<file path="src/rtl/core/bbalc_pkg.sv">
// shared types, sizes and helper functions of the buddy block allocator
`default_nettype none

package bbalc_pkg;

   localparam int POOL_BYTES      = 2048;
   localparam int MIN_BLOCK_BYTES = 64;

   localparam int SIZE_W = 12;
   localparam int ADDR_W = 11;

   // deepest level whose block still holds MIN_BLOCK_BYTES
   function automatic int calc_leaf_depth();
      int d;
      d = 0;
      while (d + 1 < 32 && (POOL_BYTES >> (d + 1)) >= MIN_BLOCK_BYTES) d++;
      return d;
   endfunction

   localparam int LEAF_DEPTH = calc_leaf_depth();
   localparam int NODE_COUNT = (2 << LEAF_DEPTH) - 1;
   localparam int NODE_W     = $clog2(NODE_COUNT);
   localparam int DEPTH_W    = $clog2(LEAF_DEPTH + 1);
   localparam int ORDER_W    = $clog2(LEAF_DEPTH + 2);

   typedef enum logic {
      OP_ALLOC = 1'b0,
      OP_FREE  = 1'b1
   } opcode_type;

   typedef enum logic [1:0] {
      RSP_OK      = 2'd0,
      RSP_NO_ROOM = 2'd1,
      RSP_BAD     = 2'd2
   } status_type;

   typedef enum logic [2:0] {
      ST_IDLE,
      ST_READ,
      ST_EVAL,
      ST_UP_READ,
      ST_UP_WRITE
   } state_type;

   typedef struct packed {
      logic                 mark;
      logic [ORDER_W-1:0]   order;
   } node_type;

   typedef struct packed {
      logic       load;
      logic       rd_down;
      logic       rd_up;
      logic       descend;
      logic       mark_write;
      logic       refresh_write;
      logic       respond;
      status_type code;
   } cmd_type;

   typedef struct packed {
      logic is_alloc;
      logic bad_size;
      logic no_room;
      logic at_target;
      logic mark_set;
      logic addr_match;
      logic at_root;
      logic at_leaf;
   } stat_type;

   // bytes held by a free block of the given order code, zero for none
   function automatic logic [SIZE_W-1:0] code_bytes(input logic [ORDER_W-1:0] order);
      logic [ORDER_W-1:0] shamt;
      shamt = ORDER_W'(LEAF_DEPTH + 1) - order;
      if (order == '0) return '0;
      return SIZE_W'(POOL_BYTES) >> shamt;
   endfunction

   // size of each child block below a node at this depth
   function automatic logic [SIZE_W-1:0] half_bytes(input logic [DEPTH_W-1:0] depth);
      return SIZE_W'(POOL_BYTES) >> ({1'b0, depth} + 1'b1);
   endfunction

   function automatic logic [ORDER_W-1:0] full_order(input logic [DEPTH_W-1:0] depth);
      return ORDER_W'(LEAF_DEPTH + 1) - ORDER_W'(depth);
   endfunction

   // level of a node in heap order
   function automatic logic [DEPTH_W-1:0] node_depth(input logic [NODE_W-1:0] idx);
      logic [DEPTH_W-1:0] d;
      d = '0;
      for (int k = 1; k <= LEAF_DEPTH; k++) begin
         if ({1'b0, idx} + 1'b1 >= (NODE_W + 1)'(1 << k)) d = DEPTH_W'(k);
      end
      return d;
   endfunction

endpackage

`default_nettype wire

</file>
<file path="src/rtl/core/bbalc_node_ram.sv">
// node store: free order and allocated mark per tree node, two registered read ports
`default_nettype none

module bbalc_node_ram
   import bbalc_pkg::*;
(
   input  wire logic              clock,
   input  wire logic              reset,
   input  wire logic [NODE_W-1:0] rd_a_addr,
   input  wire logic [NODE_W-1:0] rd_b_addr,
   output node_type               rd_a_data,
   output node_type               rd_b_data,
   input  wire logic              wr_en,
   input  wire logic [NODE_W-1:0] wr_addr,
   input  wire node_type          wr_data
);

   node_type               mem [NODE_COUNT];
   logic [NODE_COUNT-1:0]  valid_ff;
   logic [NODE_COUNT-1:0]  valid_in;
   node_type               rd_a_ff;
   node_type               rd_b_ff;
   node_type               rd_a_in;
   node_type               rd_b_in;
   node_type               mem_a_ff;
   node_type               mem_b_ff;

   always_ff @(posedge clock) begin
      if (wr_en) mem[wr_addr] <= wr_data;
      mem_a_ff <= mem[rd_a_addr];
      mem_b_ff <= mem[rd_b_addr];
   end

   always_comb begin
      valid_in = valid_ff;
      if (wr_en) valid_in[wr_addr] = 1'b1;
   end

   // entries never written read as a wholly free block of their own size
   always_comb begin
      rd_a_in.mark  = 1'b0;
      rd_a_in.order = full_order(node_depth(rd_a_addr));
      rd_b_in.mark  = 1'b0;
      rd_b_in.order = full_order(node_depth(rd_b_addr));
   end

   always_ff @(posedge clock) begin
      if (reset) begin
         valid_ff <= '0;
      end else begin
         valid_ff <= valid_in;
      end
      rd_a_ff <= rd_a_in;
      rd_b_ff <= rd_b_in;
   end

   logic use_a_ff;
   logic use_b_ff;

   always_ff @(posedge clock) begin
      use_a_ff <= valid_ff[rd_a_addr];
      use_b_ff <= valid_ff[rd_b_addr];
   end

   assign rd_a_data = use_a_ff ? mem_a_ff : rd_a_ff;
   assign rd_b_data = use_b_ff ? mem_b_ff : rd_b_ff;

endmodule

`default_nettype wire

</file>
<file path="src/rtl/core/bbalc_ctrl.sv">
// controller state machine: sequences the tree walk down and the refresh back up
`default_nettype none

module bbalc_ctrl
   import bbalc_pkg::*;
(
   input  wire logic     clock,
   input  wire logic     reset,
   input  wire logic     start,
   output logic          busy,
   input  wire stat_type stat,
   output cmd_type       cmd
);

   state_type state_ff;
   state_type state_in;

   always_ff @(posedge clock) begin
      if (reset) begin
         state_ff <= ST_IDLE;
      end else begin
         state_ff <= state_in;
      end
   end

   always_comb begin
      state_in = state_ff;
      case (state_ff)
         ST_IDLE: begin
            if (start) state_in = ST_READ;
         end
         ST_READ: begin
            state_in = ST_EVAL;
         end
         ST_EVAL: begin
            if (stat.is_alloc) begin
               if (stat.at_root && (stat.bad_size || stat.no_room)) state_in = ST_IDLE;
               else if (stat.at_target) state_in = stat.at_root ? ST_IDLE : ST_UP_READ;
               else state_in = ST_READ;
            end else begin
               if (stat.mark_set) begin
                  if (!stat.addr_match || stat.at_root) state_in = ST_IDLE;
                  else state_in = ST_UP_READ;
               end else if (stat.at_leaf) begin
                  state_in = ST_IDLE;
               end else begin
                  state_in = ST_READ;
               end
            end
         end
         ST_UP_READ: begin
            state_in = ST_UP_WRITE;
         end
         ST_UP_WRITE: begin
            state_in = stat.at_root ? ST_IDLE : ST_UP_READ;
         end
         default: begin
            state_in = ST_IDLE;
         end
      endcase
   end

   always_comb begin
      cmd  = '0;
      cmd.code = RSP_OK;
      busy = (state_ff != ST_IDLE);
      case (state_ff)
         ST_IDLE: begin
            cmd.load = start;
         end
         ST_READ: begin
            cmd.rd_down = 1'b1;
         end
         ST_EVAL: begin
            if (stat.is_alloc) begin
               if (stat.at_root && stat.bad_size) begin
                  cmd.respond = 1'b1;
                  cmd.code    = RSP_BAD;
               end else if (stat.at_root && stat.no_room) begin
                  cmd.respond = 1'b1;
                  cmd.code    = RSP_NO_ROOM;
               end else if (stat.at_target) begin
                  cmd.mark_write = 1'b1;
                  cmd.respond    = stat.at_root;
               end else begin
                  cmd.descend = 1'b1;
               end
            end else begin
               if (stat.mark_set) begin
                  if (!stat.addr_match) begin
                     cmd.respond = 1'b1;
                     cmd.code    = RSP_BAD;
                  end else begin
                     cmd.mark_write = 1'b1;
                     cmd.respond    = stat.at_root;
                  end
               end else if (stat.at_leaf) begin
                  cmd.respond = 1'b1;
                  cmd.code    = RSP_BAD;
               end else begin
                  cmd.descend = 1'b1;
               end
            end
         end
         ST_UP_READ: begin
            cmd.rd_up = 1'b1;
         end
         ST_UP_WRITE: begin
            cmd.refresh_write = 1'b1;
            cmd.respond       = stat.at_root;
         end
         default: begin
            cmd = '0;
         end
      endcase
   end

endmodule

`default_nettype wire

</file>
<file path="src/rtl/core/bbalc_datapath.sv">
// datapath: request registers, walk position, node store access and result register
`default_nettype none

module bbalc_datapath
   import bbalc_pkg::*;
(
   input  wire logic              clock,
   input  wire logic              reset,
   input  wire logic              req_opcode,
   input  wire logic [SIZE_W-1:0] req_request_size,
   input  wire logic [ADDR_W-1:0] req_free_address,
   input  wire cmd_type           cmd,
   output stat_type               stat,
   output logic                   rsp_valid,
   output logic [1:0]             rsp_status,
   output logic [ADDR_W-1:0]      rsp_block_address
);

   opcode_type          op_ff;
   logic [SIZE_W-1:0]   size_ff;
   logic [ADDR_W-1:0]   ptr_ff;
   logic [NODE_W-1:0]   node_ff,  node_in;
   logic [DEPTH_W-1:0]  depth_ff, depth_in;
   logic [ADDR_W-1:0]   addr_ff,  addr_in;
   logic                rsp_valid_ff;
   status_type          rsp_status_ff;
   logic [ADDR_W-1:0]   rsp_addr_ff;

   logic [NODE_W-1:0]   rd_a_addr, rd_b_addr, wr_addr;
   node_type            rd_a_data, rd_b_data, wr_data;
   logic                wr_en;

   logic [SIZE_W-1:0]   half;
   logic [SIZE_W-1:0]   split_point;
   logic [NODE_W-1:0]   left_child;
   logic [NODE_W-1:0]   pair_left;
   logic                go_right;
   logic [ORDER_W-1:0]  child_full;
   logic [ORDER_W-1:0]  refreshed;

   bbalc_node_ram u_node_ram (
      .clock     (clock),
      .reset     (reset),
      .rd_a_addr (rd_a_addr),
      .rd_b_addr (rd_b_addr),
      .rd_a_data (rd_a_data),
      .rd_b_data (rd_b_data),
      .wr_en     (wr_en),
      .wr_addr   (wr_addr),
      .wr_data   (wr_data)
   );

   assign half        = half_bytes(depth_ff);
   assign split_point = {1'b0, addr_ff} + half;
   assign left_child  = {node_ff[NODE_W-2:0], 1'b1};
   assign pair_left   = node_ff[0] ? node_ff : node_ff - 1'b1;
   assign child_full  = ORDER_W'(LEAF_DEPTH) - ORDER_W'(depth_ff);

   always_comb begin
      if (op_ff == OP_ALLOC) go_right = code_bytes(rd_b_data.order) < size_ff;
      else                   go_right = {1'b0, ptr_ff} >= split_point;
   end

   // parent merges when both children are wholly free blocks
   always_comb begin
      if (rd_a_data.order == child_full && rd_b_data.order == child_full)
         refreshed = child_full + 1'b1;
      else if (rd_a_data.order > rd_b_data.order)
         refreshed = rd_a_data.order;
      else
         refreshed = rd_b_data.order;
   end

   always_comb begin
      rd_a_addr = '0;
      rd_b_addr = '0;
      if (cmd.rd_down) begin
         rd_a_addr = node_ff;
         if (depth_ff < DEPTH_W'(LEAF_DEPTH)) rd_b_addr = left_child;
      end else if (cmd.rd_up) begin
         rd_a_addr = pair_left;
         rd_b_addr = pair_left + 1'b1;
      end
   end

   always_comb begin
      wr_en   = cmd.mark_write || cmd.refresh_write;
      wr_addr = node_ff;
      wr_data.mark  = 1'b0;
      wr_data.order = refreshed;
      if (cmd.mark_write) begin
         if (op_ff == OP_ALLOC) begin
            wr_data.mark  = 1'b1;
            wr_data.order = '0;
         end else begin
            wr_data.order = full_order(depth_ff);
         end
      end
   end

   always_comb begin
      node_in  = node_ff;
      depth_in = depth_ff;
      addr_in  = addr_ff;
      if (cmd.load) begin
         node_in  = '0;
         depth_in = '0;
         addr_in  = '0;
      end else if (cmd.descend) begin
         node_in  = go_right ? left_child + 1'b1 : left_child;
         depth_in = depth_ff + 1'b1;
         if (go_right) addr_in = split_point[ADDR_W-1:0];
      end else if (cmd.rd_up) begin
         node_in  = (node_ff - 1'b1) >> 1;
         depth_in = depth_ff - 1'b1;
      end
   end

   always_ff @(posedge clock) begin
      if (reset) begin
         rsp_valid_ff <= 1'b0;
         node_ff      <= '0;
         depth_ff     <= '0;
         addr_ff      <= '0;
      end else begin
         rsp_valid_ff <= cmd.respond;
         node_ff      <= node_in;
         depth_ff     <= depth_in;
         addr_ff      <= addr_in;
      end
      if (cmd.load) begin
         op_ff   <= opcode_type'(req_opcode);
         size_ff <= req_request_size;
         ptr_ff  <= req_free_address;
      end
      if (cmd.respond) begin
         rsp_status_ff <= cmd.code;
         rsp_addr_ff   <= (cmd.code == RSP_OK && op_ff == OP_ALLOC) ? addr_ff : '0;
      end
   end

   always_comb begin
      stat.is_alloc   = (op_ff == OP_ALLOC);
      stat.bad_size   = (size_ff == '0) || (size_ff > SIZE_W'(POOL_BYTES));
      stat.no_room    = size_ff > code_bytes(rd_a_data.order);
      stat.at_leaf    = (depth_ff == DEPTH_W'(LEAF_DEPTH));
      stat.at_root    = (depth_ff == '0);
      stat.at_target  = stat.at_leaf || (size_ff > half);
      stat.mark_set   = rd_a_data.mark;
      stat.addr_match = (addr_ff == ptr_ff);
   end

   assign rsp_valid         = rsp_valid_ff;
   assign rsp_status        = rsp_status_ff;
   assign rsp_block_address = rsp_addr_ff;

   a_depth_bound: assert property (@(posedge clock) disable iff (reset)
      depth_ff <= DEPTH_W'(LEAF_DEPTH))
      else $error("walk depth beyond leaf level");

   a_up_not_root: assert property (@(posedge clock) disable iff (reset)
      cmd.rd_up |-> depth_ff != '0)
      else $error("upward step requested at the root");

   a_single_strobe: assert property (@(posedge clock) disable iff (reset)
      rsp_valid_ff |=> !rsp_valid_ff)
      else $error("result strobe held for more than one cycle");

endmodule

`default_nettype wire

</file>
<file path="src/rtl/core/buddy_block_allocator_core.sv">
// top level of the buddy block allocator: controller plus datapath
//
//   channel   ports                                          handshake
//   request   req_opcode, req_request_size, req_free_address start & !busy
//   result    rsp_status, rsp_block_address                  rsp_valid, one cycle
//
// a request that finds its block at depth d (root is depth 0) walks down level by
// level (node store read, then decide) and refreshes back up level by level (read
// the child pair, then write the parent); the split into read and write steps is set
// by the registered read of the node store. rejected requests end at the level where
// they fail. the strobe shows in the same cycle that busy drops, so the next start is
// taken while the result is out. synchronous reset frees the whole pool at once;
// results cannot be stalled.
`default_nettype none

module buddy_block_allocator_core
   import bbalc_pkg::*;
(
   input  wire logic              clock,
   input  wire logic              reset,
   input  wire logic              start,
   output logic                   busy,
   input  wire logic              req_opcode,
   input  wire logic [SIZE_W-1:0] req_request_size,
   input  wire logic [ADDR_W-1:0] req_free_address,
   output logic                   rsp_valid,
   output logic [1:0]             rsp_status,
   output logic [ADDR_W-1:0]      rsp_block_address
);

   cmd_type  cmd;
   stat_type stat;

   bbalc_ctrl u_ctrl (
      .clock (clock),
      .reset (reset),
      .start (start),
      .busy  (busy),
      .stat  (stat),
      .cmd   (cmd)
   );

   bbalc_datapath u_datapath (
      .clock             (clock),
      .reset             (reset),
      .req_opcode        (req_opcode),
      .req_request_size  (req_request_size),
      .req_free_address  (req_free_address),
      .cmd               (cmd),
      .stat              (stat),
      .rsp_valid         (rsp_valid),
      .rsp_status        (rsp_status),
      .rsp_block_address (rsp_block_address)
   );

endmodule

`default_nettype wire
</file>
<file path="config.mk">
export PLATFORM = sky130hd
export DESIGN_NAME = buddy_block_allocator_core
export DESIGN_NICKNAME = d
export VERILOG_FILES = /design/src/rtl/core/bbalc_pkg.sv /design/src/rtl/core/bbalc_node_ram.sv /design/src/rtl/core/bbalc_ctrl.sv /design/src/rtl/core/bbalc_datapath.sv /design/src/rtl/core/buddy_block_allocator_core.sv
export SDC_FILE = /design/constraint.sdc
export NUM_CORES = 1
export LEC_CHECK = 0
export ABC_CLOCK_PERIOD_IN_PS = 9250
export BUFFER_PORTS_ARGS = -buffer_cell sky130_fd_sc_hd__buf_2
export CELL_PAD_IN_SITES_DETAIL_PLACEMENT = 0
export CELL_PAD_IN_SITES_GLOBAL_PLACEMENT = 1
export CORE_AREA = 2 2 204 206
export DETAILED_ROUTE_END_ITERATION = 10
export DIE_AREA = 0 0 206 208
export GPL_TIMING_DRIVEN = 0
export HOLD_SLACK_MARGIN = 0.12
export MAX_ROUTING_LAYER = met4
export PLACE_DENSITY_LB_ADDON = 0.1
export SYNTH_ARGS = -nofsm -noshare
export SYNTH_HDL_FRONTEND = slang
export SYNTH_HIERARCHICAL = 1
export SYNTH_SLANG_ARGS = --single-unit
</file>
<file path="constraint.sdc">
create_clock -name clock -period 9.25 [get_ports clock]
set_clock_uncertainty 0.05 [all_clocks]
set_input_delay 2.3125 -clock clock [delete_from_list [all_inputs] [get_ports clock]]
set_output_delay 2.3125 -clock clock [all_outputs]
set_load 0.05 [all_outputs]
</file>
== Yosys cells after proc, flatten, opt, wreduce, memory -nomap -nowiden ==
Memory sizes are Yosys's and may differ from the RTL's. A register that Yosys moved wholly into a read port is not among the register bits.
Cells that the tools add are included.
W data, S select, Z words.

* Bits in writable memories: 252
* Memories: 1
* Output and inout bits: 15
* Input port bits: 27
* Flip-flop bits (word level): 132
* Logic and storage cells: 168

{| class="wikitable"
|+ Memories
! name !! words !! bits a word !! rd ports !! clocked after Yosys merged registers in !! write ports !! RTL line !! RTL
|-
| u_datapath.u_node_ram.mem || 63 || 4 || 2 || 2 || 1 || bbalc_node_ram.sv:18 || <nowiki>node_type mem [NODE_COUNT];</nowiki>
|}

* Shifts and indexed selects: 3
* $lt $le $gt $ge: 21
* Muxes and demuxes: 79
* Equality and inequality tests: 9
* $add $sub $neg: 16
* Bitwise gates (word level): 2
* Reductions and logical operators: 22

{| class="wikitable"
|+ Operators with widths
! cell !! number
|-
| $mux W3 || 23
|-
| $or A63 B63 Y63 || 1
|-
| $mux W12 || 5
|-
| $mux W6 || 9
|-
| $mux W1 || 27
|-
| $gt A12 B12 Y1 || 2
|-
| $shr A12 B3 Y12 const A || 2
|-
| $lt A6 B7 Y1 const B || 3
|-
| $sub A3 B3 Y3 const A || 6
|-
| $mux W2 || 8
|-
| $pmux W3 S5 || 1
|-
| $add A6 B1 Y7 const B || 2
|-
| $ge A7 B2 Y1 const B || 2
|-
| $ge A7 B3 Y1 const B || 2
|-
| $ge A7 B4 Y1 const B || 2
|-
| $ge A7 B5 Y1 const B || 2
|-
| $ge A7 B6 Y1 const B || 2
|-
| $add A11 B12 Y12 || 1
|-
| $add A6 B1 Y6 const B || 2
|-
| $bmux W1 S6 || 2
|-
| $ge A11 B12 Y1 || 1
|-
| $gt A12 B12 Y1 const B || 1
|-
| $logic_not A12 Y1 || 1
|-
| $logic_not A3 Y1 || 4
|-
| 27 further kinds || 41
|}

== Longest topological paths before layout ==
Gate-level depths: netlist of run 1.

* Word-level depth: 13
* Mapped depth: 21
* Depth with buffers taken out: 19

== Cells and area by module ==
Netlist of run 1, hierarchy kept.

{| class="wikitable"
|+ Modules (own cells, without submodules)
! module !! seq. area each (um2) !! cells an instance !! instances !! area each (um2)
|-
| bbalc_node_ram || 9148.8 || 1045 || 1 || 15807.7
|-
| bbalc_datapath || 1381.3 || 427 || 1 || 3951.3
|-
| bbalc_ctrl || 60.1 || 43 || 1 || 335.3
|}

== Least setup slack after synthesis of run 1 ==
No wires, ideal clock.

* Kind: flip-flop to flip-flop
* Start point: register u_datapath.u_node_ram.use_a_ff
* End point: memory u_datapath/u_node_ram/mem[0][2] (netlist bit) (data pin)
* Data arrival time: 6651 ps
* Slack: 1553 ps
* Period minus slack after synthesis: 7697 ps
* Cell stages (with the launch flop): 13
* Path buffers: 1
* Setup time: 996 ps
* Required time: 8204 ps
* Cell sequence: dfxtp_1 > mux2_2 > clkbuf_1 > or3_1 > ha_1 > and3_1 > o21ai_0 > a21oi_1 > a211oi_1 > a21oi_1 > nor2_1 > o221a_2 > o311ai_0

{| class="wikitable"
|+ RTL lines
! element !! RTL line !! RTL
|-
| start: declaration || bbalc_node_ram.sv:57 || <nowiki>logic use_a_ff;</nowiki>
|-
| start signal: assignment || bbalc_node_ram.sv:61 || <nowiki>use_a_ff <= valid_ff[rd_a_addr];</nowiki>
|-
| end: declaration || bbalc_node_ram.sv:18 ||
|}

==> results of run 1 <==
==> registers in the layout, indices dropped and copies added (netlist names), 4 cells and up <==
signal / flops
u_datapath/u_node_ram/valid_ff: 63
u_datapath/u_node_ram/mem: 252
u_datapath/node_ff: 6
u_datapath/size_ff: 12
u_datapath/u_node_ram/mem_a_ff: 4
u_datapath/ptr_ff: 11
u_datapath/addr_ff: 8
u_datapath/rsp_block_address: 8
==> where the power goes <==
| part | switching (mW) | total [mW] | internal, mW |
|---|---|---|---|
| Clock | 0.702 | 1.77 | 1.06 |
| Combinational | 0.497 | 0.774 | 0.277 |
| Sequential | 0.0214 | 2.05 | 2.03 |
| Total | 1.22 | 4.59 | 3.37 |
==> how the worst max path moves through the flow <==
stage | startpoint | endpoint | slack [ns] | cells after the start
2_1_floorplan | u_datapath/u_node_ram/use_a_ff | u_datapath/u_node_ram/mem[0][2] | 1.55 | 12
3_3_place_gp | u_datapath/u_node_ram/use_a_ff | u_datapath/u_node_ram/mem[4][2] | -4.35 | 12
3_5_place_dp | u_datapath/u_node_ram/use_a_ff | u_datapath/u_node_ram/mem[14][3] | 3.99 | 15
4_1_cts | u_datapath/u_node_ram/use_a_ff | u_datapath/u_node_ram/mem[38][0] | 3.98 | 15
5_1_grt | u_datapath/u_node_ram/use_a_ff | u_datapath/depth_ff[2] | 3.65 | 20
6_report | u_datapath/u_node_ram/use_a_ff | u_datapath/u_node_ram/mem[54][0] | 3.96 | 15
==> worst register-to-register path: stages, from the launching register on <==
cell	delay (ns)
dfxtp_1	0.40
mux2_2	0.43
clkbuf_1	0.24
or3_1	0.41
ha_1	0.29
a21o_1	0.18
a21oi_1	0.14
a21oi_1	0.08
a211oi_1	0.22
a21oi_1	0.16
nor2_1	0.18
o221a_2	0.32
or2_2	0.21
nor2b_1	0.26
nand3_1	0.65
nor2_1	0.70
==> stage by stage <==
stage	worst slack, ns	TNS [ns]	util	instances	instance area (µm²)
global placement	-4.35	-273.68	0.504	2046	20400
detailed placement	3.99	0	0.509	2055	20600
finish	3.96	0	0.544	2134	22100
CTS	3.98	0	0.544	2134	22100
global route	3.65	0	0.544	2134	22100
floorplan	1.55	0	-	1476	19600
==> cell type report <==
cell class / instances / area [µm²]
buffer: 92 / 517
multi-input combinational: 950 / 8360
inverter: 49 / 184
clock inverter: 21 / 273
timing repair buffer: 47 / 334
clock buffer: 58 / 1180
sequential: 385 / 10600
fill: 3403 / 18500
tap: 532 / 666
==> per-layer routing <==
layer  global-route usage  vias to the layer above  wire, µm
met5                    -                        -         0
met4                0.119                        0      2730
met3               0.0558                      123      4810
met2                0.436                      629     27600
met1                0.375                     6726     23600
li1                     -                     5850         -
==> reports/results.md, run 1 <==
| Quantity | This run | Unit |
|:---|:---|:---|
| Pwr/cell area | 208 | nW/µm² |
| Headroom to the max-slew limit | 0.289 | - |
| Remaining antenna violation count | 0 | - |
| Pin count of the biggest net entering global routing | 44 | - |
| TritonCTS clock tree | done | - |
| Row cnt | 74 | - |
| 1st-iter DRT viols | 1515 | - |
| Final worst-path cycle share | 0.572 | - |
| Leading cell type in the layout, fill and taps excluded | edfxtp_1 | - |
| Final Hold Viols | 0 | - |
| Kind of capture point of the worst setup path | flip-flop | - |
| Boundary Pins | 42 | - |
| Count of hold-fix buffers inserted at cts | 0 | - |
| Max-slew violations | 0 | - |
| HPWL reported at the end of detailed placement | 42100 | µm |
| Total routing usage reported by global routing | 0.286 | - |
| Final Total Pwr | 4.59 | mW |
| Die Outline Area | 42800 | µm² |
| Final antenna diode count | 0 | - |
| Worst Path Buf+Inv | 1 | - |
| Top achievable clock speed | 189 | MHz |
| Final #Nets | 1655 | - |
| Top delay family on crit path | simple AND/OR/NAND/NOR gates | - |
| Longest Clk Path Bufs | 3 | - |
| Final estimated routing congestion in global placement | 0.919 | - |
| Area inside the core boundary | 40600 | µm² |
| Summed instance area of the synthesized netlist | 19600 | µm² |
| Hold path start | u_datapath/u_node_ram/valid_ff[18] | - |
| Number of input and output port buffers inserted | 38 | - |
| Synthesized area divided by synthesized cell count | 13.3 | µm² |
| Max_cap viols | 0 | - |
| Highest-count cells in the layout ignoring fill and taps | edfxtp_1, nor2_1, mux4_2 | - |
| Post-DR vias/cell | 6.25 | - |
| Static leakage power | 7.16 | nW |
| RSZ-0062 raised after global routing | no | - |
| Number of design rule violations left after detail routing | 0 | - |
| Kind of path behind the tightest hold check | reg2reg | - |
| Chip height | 208 | µm |
| Post_cts resized | 0 | - |
| Wire length of the first global-routing pass | 85200 | µm |
| Overflow after GRT | 0 | - |
| Worst setup slack for register-to-register paths | 3.96 | ns |
| Overall routed net length | 58700 | µm |
| Cell with the largest stage delay on the worst path | nor2_1 | - |
| Number of buffers created by CTS | 43 | - |
| Capture point of the worst reg-to-reg path | u_datapath/u_node_ram/mem[54][0] | - |
| Crit Path Category | reg2reg | - |
| Maximum level of the CTS H-tree | 2 | - |
| Count of warnings emitted by yosys | 6 | - |
| Hold path depth | 2 | - |
| Arrival time reported for the critical path endpoint | 5.45 | ns |
| Synth Instances | 1473 | - |
| Critical path required time | 9.41 | ns |
| Per-cell routed wire length | 27.5 | µm |
| Critical Path Source Type | flip-flop | - |
| Clock-pin slew of the registers on the worst-case setup and hold paths | 0.07 | ns |
| Crit Path Max Fanout | 10 | - |
| Final setup fails | 0 | - |
| Worst IR Drop VDD | 0.000152 | V |
| Fraction of layout instances using a drive strength above 1 | 0.203 | - |
| Status | finished, final reports clean | - |
| Endpoint of the worst hold-timing path | u_datapath/u_node_ram/valid_ff[18] | - |
| Most used cell, CP | a21oi_1 | - |
| FF-to-FF Start | u_datapath/u_node_ram/use_a_ff | - |
| Count of cells along the worst register-to-register path | 15 | - |
| Via total after detailed routing | 13300 | - |
| Buffers inserted during post-CTS setup optimization | 0 | - |
| Final critical delay including setup and external delays | 5.29 | ns |
| Post-Route Hold Slack | 0.440 | ns |
| Chain of cells forming the critical path | mux2_2 > clkbuf_1 > or3_1 > ha_1 > a21o_1 > a21oi_1 > a21oi_1 > a211oi_1 > a21oi_1 > nor2_1 > o221a_2 > or2_2 > nor2b_1 > nand3_1 > nor2_1 | - |
| Root buffer selected by CTS | clkbuf_16 | - |
| Antenna violations before repair | 0 | - |
| CP peak stage delay | 0.69 | ns |
| TritonRoute pass-1 iters | 5 | - |
| Clock latency of the later-clocked register in the worst-skew pair | 0.59 | ns |
| Initial Utilization | 0.483 | - |
| Vias in the first global route | 12800 | - |
| Number of sinks driven by the clock tree | 385 | - |
| Horizontal die dimension | 206 | µm |
| Transition time at the pin with the least slew margin | 1.05 | ns |
| Area Overhead vs Synth | 12.8 | % |
No activity file was read; power rests on OpenSTA's default activity.
==> run 2, diff against run 1 <==
Settings changed: ABC_CLOCK_PERIOD_IN_PS 9250 to 5400.
Clock period 9.25 ns to 5.4 ns, I/O delays scaled along.
==> reports/results.md, run 2 (synthesized netlist as in run 1, its figures left out) <==
| Quantity | This run | Unit |
|:---|:---|:---|
| Critical path required time | 5.54 | ns |
| Cell with the largest stage delay on the worst path | nand3_1 | - |
| Post-DR vias/cell | 6.27 | - |
| Pwr/cell area | 353 | nW/µm² |
| Max-slew violations | 0 | - |
| Sw frac | 0.265 | - |
| Top reg by flops | u_datapath/u_node_ram/mem | - |
| Capture point of the worst reg-to-reg path | u_datapath/u_node_ram/mem[25][2] | - |
| Maximum level of the CTS H-tree | 2 | - |
| Kind of capture point of the worst setup path | flip-flop | - |
| 1st-iter DRT viols | 1594 | - |
| Switching pwr | 2.07 | mW |
| Top flop regs | u_datapath/u_node_ram/mem x252, u_datapath/u_node_ram/valid_ff x63, u_datapath/size_ff x12 | - |
| Final Total Pwr | 7.80 | mW |
| Initial Utilization | 0.483 | - |
| Number of buffers created by CTS | 44 | - |
| Count of hold-fix buffers inserted at cts | 0 | - |
| Kind of path behind the tightest hold check | reg2reg | - |
| Top achievable clock speed | 187 | MHz |
| Crit Path Category | reg2reg | - |
| Antenna violations before repair | 0 | - |
| Number of sinks driven by the clock tree | 385 | - |
| Buffers inserted during post-CTS setup optimization | 0 | - |
| Sum of negative setup slack | 0 | ns |
| Arrival time reported for the critical path endpoint | 5.48 | ns |
| Boundary Pins | 42 | - |
| TritonCTS clock tree | done | - |
| Overflow after GRT | 0 | - |
| Area Overhead vs Synth | 13.0 | % |
| Final #Nets | 1656 | - |
| Final setup fails | 0 | - |
| Via total after detailed routing | 13400 | - |
| Clock latency of the later-clocked register in the worst-skew pair | 0.57 | ns |
| Row cnt | 74 | - |
| Area inside the core boundary | 40600 | µm² |
| Power share of the combinational group | 0.177 | - |
| Post-layout instance count excluding filler cells | 2134 | - |
| Final Hold Viols | 0 | - |
| Post_cts resized | 0 | - |
| Number of input and output port buffers inserted | 38 | - |
| Endpoint of the worst hold-timing path | u_datapath/u_node_ram/valid_ff[22] | - |
| Chip height | 208 | µm |
| Hold path start | u_datapath/u_node_ram/valid_ff[22] | - |
| Worst IR Drop VDD | 0.000260 | V |
| Fraction of layout instances using a drive strength above 1 | 0.214 | - |
| Number of cells in the design after placement | 2055 | - |
| Internal power contribution | 5.73 | mW |
| Most used cell, CP | a21oi_1 | - |
| Pin count of the biggest net entering global routing | 45 | - |
| Hold path depth | 2 | - |
| Root buffer selected by CTS | clkbuf_16 | - |
| Leading cell type in the layout, fill and taps excluded | edfxtp_1 | - |
| Transition time at the pin with the least slew margin | 1.17 | ns |
| Wire length of the first global-routing pass | 86400 | µm |
| Crit Path Max Fanout | 10 | - |
| Part of the total power dissipated in sequential elements | 0.450 | - |
| Max_cap viols | 0 | - |
| CP peak stage delay | 0.85 | ns |
| Per-cell routed wire length | 27.7 | µm |
| Die Outline Area | 42800 | µm² |
| Final worst-path cycle share | 0.988 | - |
| Status | finished, final reports clean | - |
| Horizontal die dimension | 206 | µm |
| Clock-pin slew of the registers on the worst-case setup and hold paths | 0.05 | ns |
| TritonRoute pass-1 iters | 5 | - |
| Headroom to the max-slew limit | 0.220 | - |
| Clk network pwr share | 0.373 | - |
| Critical Path Source Type | flip-flop | - |
| Chain of cells forming the critical path | mux2_2 > clkbuf_1 > or3_1 > ha_1 > a21o_1 > a21oi_1 > a21oi_1 > a211oi_1 > a21oi_1 > nor2_1 > o221a_2 > or2_2 > nand3_1 > nor2_1 | - |
| Remaining antenna violation count | 0 | - |
| Post-DP Area | 20700 | µm² |
| Number of design rule violations left after detail routing | 0 | - |
| Longest Clk Path Bufs | 3 | - |
| Final Util | 0.545 | - |
| Highest-count cells in the layout ignoring fill and taps | edfxtp_1, nor2_1, mux4_2 | - |
| Number of flip-flops under the largest register name | 252 | - |
| Final estimated routing congestion in global placement | 0.921 | - |
| Final critical delay including setup and external delays | 5.34 | ns |
| Static leakage power | 7.17 | nW |
| Overall routed net length | 59200 | µm |
| Total routing usage reported by global routing | 0.288 | - |
| Final antenna diode count | 0 | - |
| Vias in the first global route | 12900 | - |
| HPWL reported at the end of detailed placement | 42600 | µm |
| Fin area | 22100 | µm² |
| Count of cells along the worst register-to-register path | 14 | - |
| FF-to-FF Start | u_datapath/u_node_ram/use_a_ff | - |
| RSZ-0062 raised after global routing | yes | - |
| Worst setup slack for register-to-register paths | 0.06 | ns |
==> run 2: changes by cell type in the layout (fill, tap and decap cells not counted), moves of 3 or more <==
cell and change:
clkinv_1 -4, buf_8 +3, nor2_1 -12, buf_4 -3, nor2_2 +12, clkinv_2 +5
bufinv_16 -3
==> run 2: layout make-up <==
| cell class | instances | area (µm²) |
|---|---|---|
| inverters | 49 | 188 |
| clock inverters | 16 | 148 |
| repair buffers | 47 | 373 |
| clock buffers | 63 | 1250 |
| fillers | 3396 | 18400 |
| flip-flops and latches | 385 | 10600 |
| plain buffers | 92 | 518 |
| well taps | 532 | 666 |
| multi-input cells | 950 | 8400 |
==> run 2: worst max-delay path by stage <==
stage                                   startpoint                                to  cells after the start
floorplan           u_datapath/u_node_ram/use_a_ff   u_datapath/u_node_ram/mem[0][0]                     16
global placement    u_datapath/u_node_ram/use_a_ff  u_datapath/u_node_ram/mem[40][0]                     16
detailed placement  u_datapath/u_node_ram/use_a_ff  u_datapath/u_node_ram/mem[54][3]                     15
CTS                 u_datapath/u_node_ram/use_a_ff  u_datapath/u_node_ram/mem[54][3]                     15
global route        u_datapath/u_node_ram/use_a_ff  u_datapath/u_node_ram/mem[32][3]                     15
finish              u_datapath/u_node_ram/use_a_ff  u_datapath/u_node_ram/mem[25][2]                     14
==> run 2: worst max-delay path, delay by kind of cell (launching register included) <==
kind,cells,cell delay [ns]
adders and majority gates,1,0.30
and+or+nand+nor,5,2.42
AOI/OAI and AO/OA,6,1.12
buffers and inverters,1,0.24
DFF,1,0.40
muxes,1,0.42
==> run 2: metal layers <==
layer	vias up	track usage	share of wire
li1	5854	-	-
met1	6776	0.390	0.42
met2	646	0.444	0.47
met3	101	0.0475	0.082
met4	0	0.0916	0.032
met5	-	-	0
==> run 2: through the flow <==
step / hold slack [ns] / worst slack (ns)
after floorplan: 0.399 / 0.191
after global placement: 0.412 / -2.64
after detailed placement: 0.431 / 0.0674
after CTS: 0.445 / 0.0523
after global routing: 0.462 / -0.190
final: 0.437 / 0.0630
==> run 2: power groups by stage <==
stage                     Sequential [mW]  Clock [mW]  Combinational (mW)
after global routing                 3.52        3.06                1.48
after global placement               3.63           0                1.16
final                                3.51        2.91                1.38
after CTS                            3.51        2.96                1.38
after floorplan                      3.60           0               0.770
after detailed placement             3.58           0                1.37
